<file path="config.mk">
export PLATFORM = sky130hd
export DESIGN_NAME = descending_exchange_sort
export DESIGN_NICKNAME = d
export VERILOG_FILES = /design/src/rtl/core/esort_pkg.sv /design/src/rtl/core/esort_mem.sv /design/src/rtl/core/esort_ctrl.sv /design/src/rtl/core/descending_exchange_sort.sv
export SDC_FILE = /design/constraint.sdc
export NUM_CORES = 2
export LEC_CHECK = 0
export BUFFER_PORTS_ARGS = -buffer_cell sky130_fd_sc_hd__buf_4
export CORE_MARGIN = 1
export CORE_UTILIZATION = 50
export CTS_CLUSTER_SIZE = 10
export DETAILED_ROUTE_END_ITERATION = 16
export PLACE_DENSITY = 0.75
export SETUP_SLACK_MARGIN = 0.02
export SLEW_MARGIN = 20
export SYNTH_ARGS = -nofsm -noshare
export SYNTH_HDL_FRONTEND = slang
export SYNTH_SLANG_ARGS = --single-unit
export TNS_END_PERCENT = 5
</file>
<file path="constraint.sdc">
create_clock -name aclk -period 6.7 [get_ports aclk]
set_input_delay 0.335 -clock aclk [delete_from_list [all_inputs] [get_ports aclk]]
set_output_delay 0.335 -clock aclk [all_outputs]
set_load 0.005 [all_outputs]
</file>
<file path="src/rtl/core/esort_pkg.sv">
package esort_pkg;

    // Width of one element of the set
    localparam int DATA_W = 16;

    typedef logic [DATA_W-1:0] elem_t;

endpackage

</file>
<file path="src/rtl/core/esort_mem.sv">
module esort_mem
    import esort_pkg::*;
#(
    parameter int DEPTH = 64,
    parameter int AW    = 6
) (
    input  logic          aclk,
    input  logic          we,
    input  logic [AW-1:0] waddr,
    input  elem_t         wdata,
    input  logic [AW-1:0] raddr,
    output elem_t         rdata
);

    elem_t mem [DEPTH];
    elem_t rdata_reg;

    always_ff @(posedge aclk) begin
        if (we) begin
            mem[waddr] <= wdata;
        end
    end

    always_ff @(posedge aclk) begin
        rdata_reg <= mem[raddr];
    end

    assign rdata = rdata_reg;

endmodule

</file>
<file path="src/rtl/core/esort_ctrl.sv">
module esort_ctrl
    import esort_pkg::*;
#(
    parameter int CAPACITY = 64,
    parameter int AW       = 6,
    parameter int CW       = 7
) (
    input  logic          aclk,
    input  logic          aresetn,
    input  logic          s_tvalid,
    output logic          s_tready,
    input  elem_t         s_tdata,
    input  logic          s_tlast,
    output logic          m_tvalid,
    input  logic          m_tready,
    output elem_t         m_tdata,
    output logic          m_tlast,
    output logic          ram_we,
    output logic [AW-1:0] ram_waddr,
    output elem_t         ram_wdata,
    output logic [AW-1:0] ram_raddr,
    input  elem_t         ram_rdata
);

    localparam logic [2:0] ST_LOAD  = 3'd0;
    localparam logic [2:0] ST_RDI   = 3'd1;
    localparam logic [2:0] ST_CURI  = 3'd2;
    localparam logic [2:0] ST_CMP   = 3'd3;
    localparam logic [2:0] ST_WBI   = 3'd4;
    localparam logic [2:0] ST_EMRD  = 3'd5;
    localparam logic [2:0] ST_EMCAP = 3'd6;

    localparam logic [CW-1:0] CAP_C = CW'(CAPACITY);
    localparam logic [CW-1:0] ONE_C = CW'(1);
    localparam logic [CW-1:0] TWO_C = CW'(2);

    logic [2:0]    state_reg, state_next;
    logic [CW-1:0] cnt_reg, cnt_next;
    logic [CW-1:0] i_reg, i_next;
    logic [CW-1:0] j_reg, j_next;
    elem_t         cur_reg, cur_next;
    elem_t         out_data_reg, out_data_next;
    logic          out_last_reg, out_last_next;
    logic          out_valid_reg, out_valid_next;

    logic          in_fire;
    logic          full;
    logic [CW-1:0] n_eff;
    logic [CW-1:0] raddr;
    logic [CW-1:0] waddr;

    assign in_fire = s_tvalid && s_tready;
    assign full    = (cnt_reg == CAP_C);
    assign n_eff   = full ? cnt_reg : cnt_reg + ONE_C;

    always_comb begin
        state_next     = state_reg;
        cnt_next       = cnt_reg;
        i_next         = i_reg;
        j_next         = j_reg;
        cur_next       = cur_reg;
        out_data_next  = out_data_reg;
        out_last_next  = out_last_reg;
        out_valid_next = out_valid_reg && !m_tready;
        s_tready       = 1'b0;
        ram_we         = 1'b0;
        waddr          = cnt_reg;
        ram_wdata      = s_tdata;
        raddr          = i_reg;

        case (state_reg)
            ST_LOAD: begin
                s_tready = 1'b1;
                if (in_fire) begin
                    // store unless full; a closing beat still closes the set
                    if (!full) begin
                        ram_we   = 1'b1;
                        cnt_next = cnt_reg + ONE_C;
                    end
                    if (s_tlast) begin
                        i_next     = '0;
                        state_next = (n_eff >= TWO_C) ? ST_RDI : ST_EMRD;
                    end
                end
            end
            ST_RDI: begin
                raddr      = i_reg;
                state_next = ST_CURI;
            end
            ST_CURI: begin
                cur_next   = ram_rdata;
                raddr      = i_reg + ONE_C;
                j_next     = i_reg + ONE_C;
                state_next = ST_CMP;
            end
            ST_CMP: begin
                // hold element i in cur_reg; swap it with j when smaller
                if (cur_reg < ram_rdata) begin
                    ram_we    = 1'b1;
                    waddr     = j_reg;
                    ram_wdata = cur_reg;
                    cur_next  = ram_rdata;
                end
                raddr = j_reg + ONE_C;
                if (j_reg + ONE_C < cnt_reg) begin
                    j_next = j_reg + ONE_C;
                end else begin
                    state_next = ST_WBI;
                end
            end
            ST_WBI: begin
                ram_we    = 1'b1;
                waddr     = i_reg;
                ram_wdata = cur_reg;
                if (i_reg + TWO_C < cnt_reg) begin
                    i_next     = i_reg + ONE_C;
                    state_next = ST_RDI;
                end else begin
                    i_next     = '0;
                    state_next = ST_EMRD;
                end
            end
            ST_EMRD: begin
                raddr = i_reg;
                if (!out_valid_reg || m_tready) begin
                    state_next = ST_EMCAP;
                end
            end
            ST_EMCAP: begin
                out_data_next  = ram_rdata;
                out_valid_next = 1'b1;
                out_last_next  = (i_reg + ONE_C == cnt_reg);
                if (i_reg + ONE_C == cnt_reg) begin
                    cnt_next   = '0;
                    i_next     = '0;
                    state_next = ST_LOAD;
                end else begin
                    i_next     = i_reg + ONE_C;
                    state_next = ST_EMRD;
                end
            end
            default: begin
                state_next = ST_LOAD;
            end
        endcase
    end

    assign ram_raddr = raddr[AW-1:0];
    assign ram_waddr = waddr[AW-1:0];

    always_ff @(posedge aclk) begin
        if (!aresetn) begin
            state_reg     <= ST_LOAD;
            cnt_reg       <= '0;
            i_reg         <= '0;
            out_valid_reg <= 1'b0;
        end else begin
            state_reg     <= state_next;
            cnt_reg       <= cnt_next;
            i_reg         <= i_next;
            out_valid_reg <= out_valid_next;
        end
    end

    always_ff @(posedge aclk) begin
        j_reg        <= j_next;
        cur_reg      <= cur_next;
        out_data_reg <= out_data_next;
        out_last_reg <= out_last_next;
    end

    assign m_tvalid = out_valid_reg;
    assign m_tdata  = out_data_reg;
    assign m_tlast  = out_last_reg;

    a_cnt_bound: assert property (@(posedge aclk) disable iff (!aresetn)
        cnt_reg <= CAP_C)
        else $error("element count beyond capacity");

    a_close_leaves_load: assert property (@(posedge aclk) disable iff (!aresetn)
        in_fire && s_tlast |=> !s_tready)
        else $error("closing beat did not start sort or emit");

    a_emit_index: assert property (@(posedge aclk) disable iff (!aresetn)
        (state_reg == ST_EMCAP) |-> (i_reg < cnt_reg))
        else $error("emit index past loaded count");

    a_out_from_cap: assert property (@(posedge aclk) disable iff (!aresetn)
        $rose(out_valid_reg) |-> $past(state_reg == ST_EMCAP))
        else $error("output register loaded outside capture");

endmodule

</file>
<file path="src/rtl/core/descending_exchange_sort.sv">
// Channel   Dir  Handshake          Payload (low bit up)
// s_        in   s_tvalid/s_tready  s_tdata[15:0] value, s_tlast is_last
// m_        out  m_tvalid/m_tready  m_tdata[15:0] sorted_value, m_tlast end_of_set
//
// Loading accepts one beat per cycle. After the closing beat the set of n elements
// is sorted in the element RAM: for each outer position i, element i is read,
// captured, compared with each later element in turn and written back, through
// the single read port of the RAM. Each result is read, then captured for output.
// aresetn is synchronous, active low; the RAM contents are not cleared.
// Input is held off (s_tready low) from the closing beat until the last result
// is captured into the output register; a stalled result holds the emit sequence.
module descending_exchange_sort
    import esort_pkg::*;
#(
    parameter int CAPACITY = 64
) (
    input  logic              aclk,
    input  logic              aresetn,
    input  logic              s_tvalid,
    output logic              s_tready,
    input  logic [DATA_W-1:0] s_tdata,   // [15:0] value
    input  logic              s_tlast,   // is_last
    output logic              m_tvalid,
    input  logic              m_tready,
    output logic [DATA_W-1:0] m_tdata,   // [15:0] sorted_value
    output logic              m_tlast    // end_of_set
);

    localparam int AW = (CAPACITY > 1) ? $clog2(CAPACITY) : 1;
    localparam int CW = $clog2(CAPACITY + 1);

    logic          ram_we;
    logic [AW-1:0] ram_waddr;
    elem_t         ram_wdata;
    logic [AW-1:0] ram_raddr;
    elem_t         ram_rdata;

    // sequencer: load, exchange sort, emit
    esort_ctrl #(
        .CAPACITY (CAPACITY),
        .AW       (AW),
        .CW       (CW)
    ) u_ctrl (
        .aclk      (aclk),
        .aresetn   (aresetn),
        .s_tvalid  (s_tvalid),
        .s_tready  (s_tready),
        .s_tdata   (s_tdata),
        .s_tlast   (s_tlast),
        .m_tvalid  (m_tvalid),
        .m_tready  (m_tready),
        .m_tdata   (m_tdata),
        .m_tlast   (m_tlast),
        .ram_we    (ram_we),
        .ram_waddr (ram_waddr),
        .ram_wdata (ram_wdata),
        .ram_raddr (ram_raddr),
        .ram_rdata (ram_rdata)
    );

    // element store, one write and one registered read per cycle
    esort_mem #(
        .DEPTH (CAPACITY),
        .AW    (AW)
    ) u_mem (
        .aclk  (aclk),
        .we    (ram_we),
        .waddr (ram_waddr),
        .wdata (ram_wdata),
        .raddr (ram_raddr),
        .rdata (ram_rdata)
    );

endmodule

</file>
==> impl_metrics.env <==
export IMPL_rsz0062_at_grt="false"
export IMPL_core_area_um2=88900
export IMPL_drv_cap=0
export IMPL_grt_overflow_total=0
export IMPL_critPathCaptureType="flop"
export IMPL_synth_distinct_cells=73
export IMPL_power_density_nw_per_um2=371
export IMPL_leakage_uw=0.0173
export IMPL_top_register="u_mem.mem"
export IMPL_num_vias=28600
export IMPL_clkTransAtPathRegs_ns=0.06
export IMPL_synth_area_leaders="edfxtp_1 (71%), nand2_1 (6.6%), mux2i_1 (4.4%)"
export IMPL_clockBufferDepth=3
export IMPL_portBuffers=39
export IMPL_max_freq_mhz=196
export IMPL_slowest_delay_ns=0.74
export IMPL_yosys_warnings=0
export IMPL_first_iter_violations=4062
export IMPL_fin_crit_sh=0.760
export IMPL_switchingPower_uw=5830
export IMPL_stdcell_area_um2=50400
export IMPL_area_growth_pct=11.7
export IMPL_grt_total_usage=0.255
export IMPL_synth_largest_area_cell="edfxtp_1"
export IMPL_critPathArrivalTime_ns=5.68
export IMPL_placementRows=109
export IMPL_cts_sinks=1098
export IMPL_synth_top_area_share=0.708
export IMPL_grt_pass1_wl_um=173000
export IMPL_path_cells="nor2b_1 > mux2i_4 > buf_4 > buf_4 > nand2_1 > a21oi_1 > nor4_1 > or4_1 > or4_1 > nor3_1"
export IMPL_cp_max_fo=51
export IMPL_synth_net_count=3385
export IMPL_root_buffer="clkbuf_16"
export IMPL_wl_per_cell_um=25.5
export IMPL_clock_latency_ns=0.71
export IMPL_ant_nets=0
export IMPL_gp_congestion=0.941
export IMPL_crit_buf_inv=2
export IMPL_p_int_uw=12900
export IMPL_synth_common_cells="edfxtp_1 (1064), nand2_1 (795), a21oi_1 (205)"
export IMPL_critPathLaunchType="flop"
export IMPL_relSlewSlack=0.222
export IMPL_die_x_um=302
export IMPL_comb_power_share=0.230
export IMPL_grt_pass1_vias=27100
export IMPL_outcome="completed"
export IMPL_synth_top_flop_cell="edfxtp_1"
export IMPL_min_to="u_ctrl.cnt_reg[1]"
export IMPL_hold_depth=4
export IMPL_synth_most_common_cell="edfxtp_1"
export IMPL_post_route_min_period_ns=5.09
export IMPL_cts_resized=0
export IMPL_synth_edff_count=1064
export IMPL_largest_register_ff_count=1024
export IMPL_dpl_instance_area_um2=47000
export IMPL_hp_class="primary input to flop"
export IMPL_die_h_um=302
export IMPL_setup_viol=0
export IMPL_pwr_share_seq=0.455
export IMPL_dp_hpwl_um=67500
export IMPL_hold_viol=0
export IMPL_timing_rr_start="u_ctrl.state_reg[1]"
export IMPL_cpMaxStageDelayCell="nor2b_1"
export IMPL_ir_worst_vdd_mv=0.419
export IMPL_clock_skew_ns=0.0508
export IMPL_drv_slew=0
export IMPL_nets=3446
export IMPL_ys_seq_elements=1098
export IMPL_cts_made_buffers=121
export IMPL_drc=0
export IMPL_initial_utilization=0.508
export IMPL_drive_gt1_frac=0.102
export IMPL_rrSetupSlack_ns=1.61
export IMPL_grt_max_degree=158
export IMPL_ios=40
export IMPL_r2r_end="u_mem.rdata[11]"
export IMPL_setup_tns_ns=0
export IMPL_r2r_cells=10
export IMPL_wl_um=118000
export IMPL_nFillCells=6756
export IMPL_htree_levels=3
export IMPL_synth_async_reset_ratio=0
export IMPL_worstSetupPathType="flop to flop"
export IMPL_die_area_um2=91500
export IMPL_p_sw_frac=0.312
export IMPL_pwr_share_clk=0.314
export IMPL_cp_top_family="simple AND/OR/NAND/NOR gates"
export IMPL_hp_start="s_tvalid"
export IMPL_synthCells=3330
export IMPL_cts_tree="done"
export IMPL_antenna_found_initial=9
export IMPL_avgSynthCellArea_um2=13.6
export IMPL_yosysSeqAreaShare=0.723
export IMPL_synth_area_um2=45100
export IMPL_tightest_slew_ns=1.16
export IMPL_cp_required_ns=7.28
export IMPL_first_pass_iters=8
export IMPL_routed_via_density=6.22
## cells in the final DEF (no fill, tap or decap), types with 7 or more instances in the layout
master,synthesis,layout
a21oi_1,205,205
a311oi_1,65,65
and3_1,42,42
buf_4,24,135
clkbuf_1,97,38
clkbuf_16,0,121
dfxtp_1,34,34
edfxtp_1,1064,1064
ha_1,34,34
inv_1,33,33
mux2_2,21,19
mux2i_1,197,195
nand2_1,795,795
nand3_1,202,202
nand3b_1,8,8
nor2_1,65,61
nor2b_1,7,7
nor3_1,48,28
nor3_2,0,14
nor4_1,62,62
o21a_1,7,7
o21ai_0,26,25
o22ai_1,31,31
or3_1,9,9
or4_1,46,46
xnor2_1,18,18
## worst min-delay path, cell delays in order
cell and delay, ns:
buf_4 0.10, nand2_1 0.15, mux2i_1 0.16, nor2_1 0.08
## metrics by stage
stage / utilization / total power, uW / hold slack (ns) / instances / setup WS, ns
2_1_floorplan: - / 11300 / 0.418 / 3330 / 2.52
3_3_place_gp: 0.528 / 12700 / 0.445 / 4430 / 1.76
3_5_place_dp: 0.528 / 12800 / 0.454 / 4431 / 1.79
4_1_cts: 0.567 / 18600 / 0.147 / 4604 / 1.72
5_1_grt: 0.567 / 19300 / 0.210 / 4604 / 1.37
6_report: 0.567 / 18700 / 0.165 / 4607 / 1.61
## logic make-up (layout without fill, tap and decap cells)
logic type	Yosys count	in the layout	synth area share
adder cells (fa/ha/maj)	34	34	0.00943
flip-flops	1098	1098	0.723
AO/OA/AOI/OAI	391	391	0.0546
buffers and inverters	239	348	0.0248
XOR/XNOR	25	25	0.00516
other	0	3	0
AND/OR/NAND/NOR	1319	1319	0.131
multiplexers	224	224	0.0519
## area by class of cell
type	instances	area [um^2]	area share
sequential	1098	32600	0.647
multi-input combinational	1993	11600	0.231
clock buffer	161	3200	0.0634
tap	1165	1460	0.0289
timing repair buffer	144	1170	0.0232
clock inverter	10	190	0.00377
inverter	33	124	0.00246
antenna	3	7.51	0.000149
## repair_timing
item                      4_1_cts  5_1_grt
hold endpoints to repair       10        0
buffers inserted                0        0
hold buffers                    2        0
## metal layers
| layer | wire length [um] | GRT usage | vias up |
|---|---|---|---|
| met5 | 76 | 0 | - |
| met3 | 13700 | 0.0579 | 277 |
| li1 | - | - | 12500 |
| met1 | 44400 | 0.344 | 14000 |
| met4 | 4860 | 0.109 | 12 |
| met2 | 54500 | 0.399 | 1804 |
## worst max path at each step
stage	startpoint	depth (start not counted)	endpoint	slack, ns
final	u_ctrl.state_reg[1]	10	u_mem.rdata[11]	1.61
after global routing	u_ctrl.state_reg[1]	10	u_mem.rdata[11]	1.37
after CTS	u_ctrl.state_reg[1]	9	u_mem.rdata[9]	1.72
after detailed placement	u_ctrl.state_reg[1]	9	u_mem.rdata[9]	1.79
after global placement	u_ctrl.state_reg[1]	7	u_mem.mem[18][10]	1.76
after floorplan	u_ctrl.cur_reg[15]	9	u_mem.mem[43][0]	2.52
## power by group through the flow
stage / combinational [uW] / clock, uW / sequential, uW
2_1_floorplan: 2730 / 0 / 8540
3_3_place_gp: 4080 / 0 / 8620
3_5_place_dp: 4180 / 0 / 8630
4_1_cts: 4210 / 5920 / 8490
5_1_grt: 4580 / 6180 / 8520
6_report: 4300 / 5870 / 8500
(Power assumes the default switching activity.)
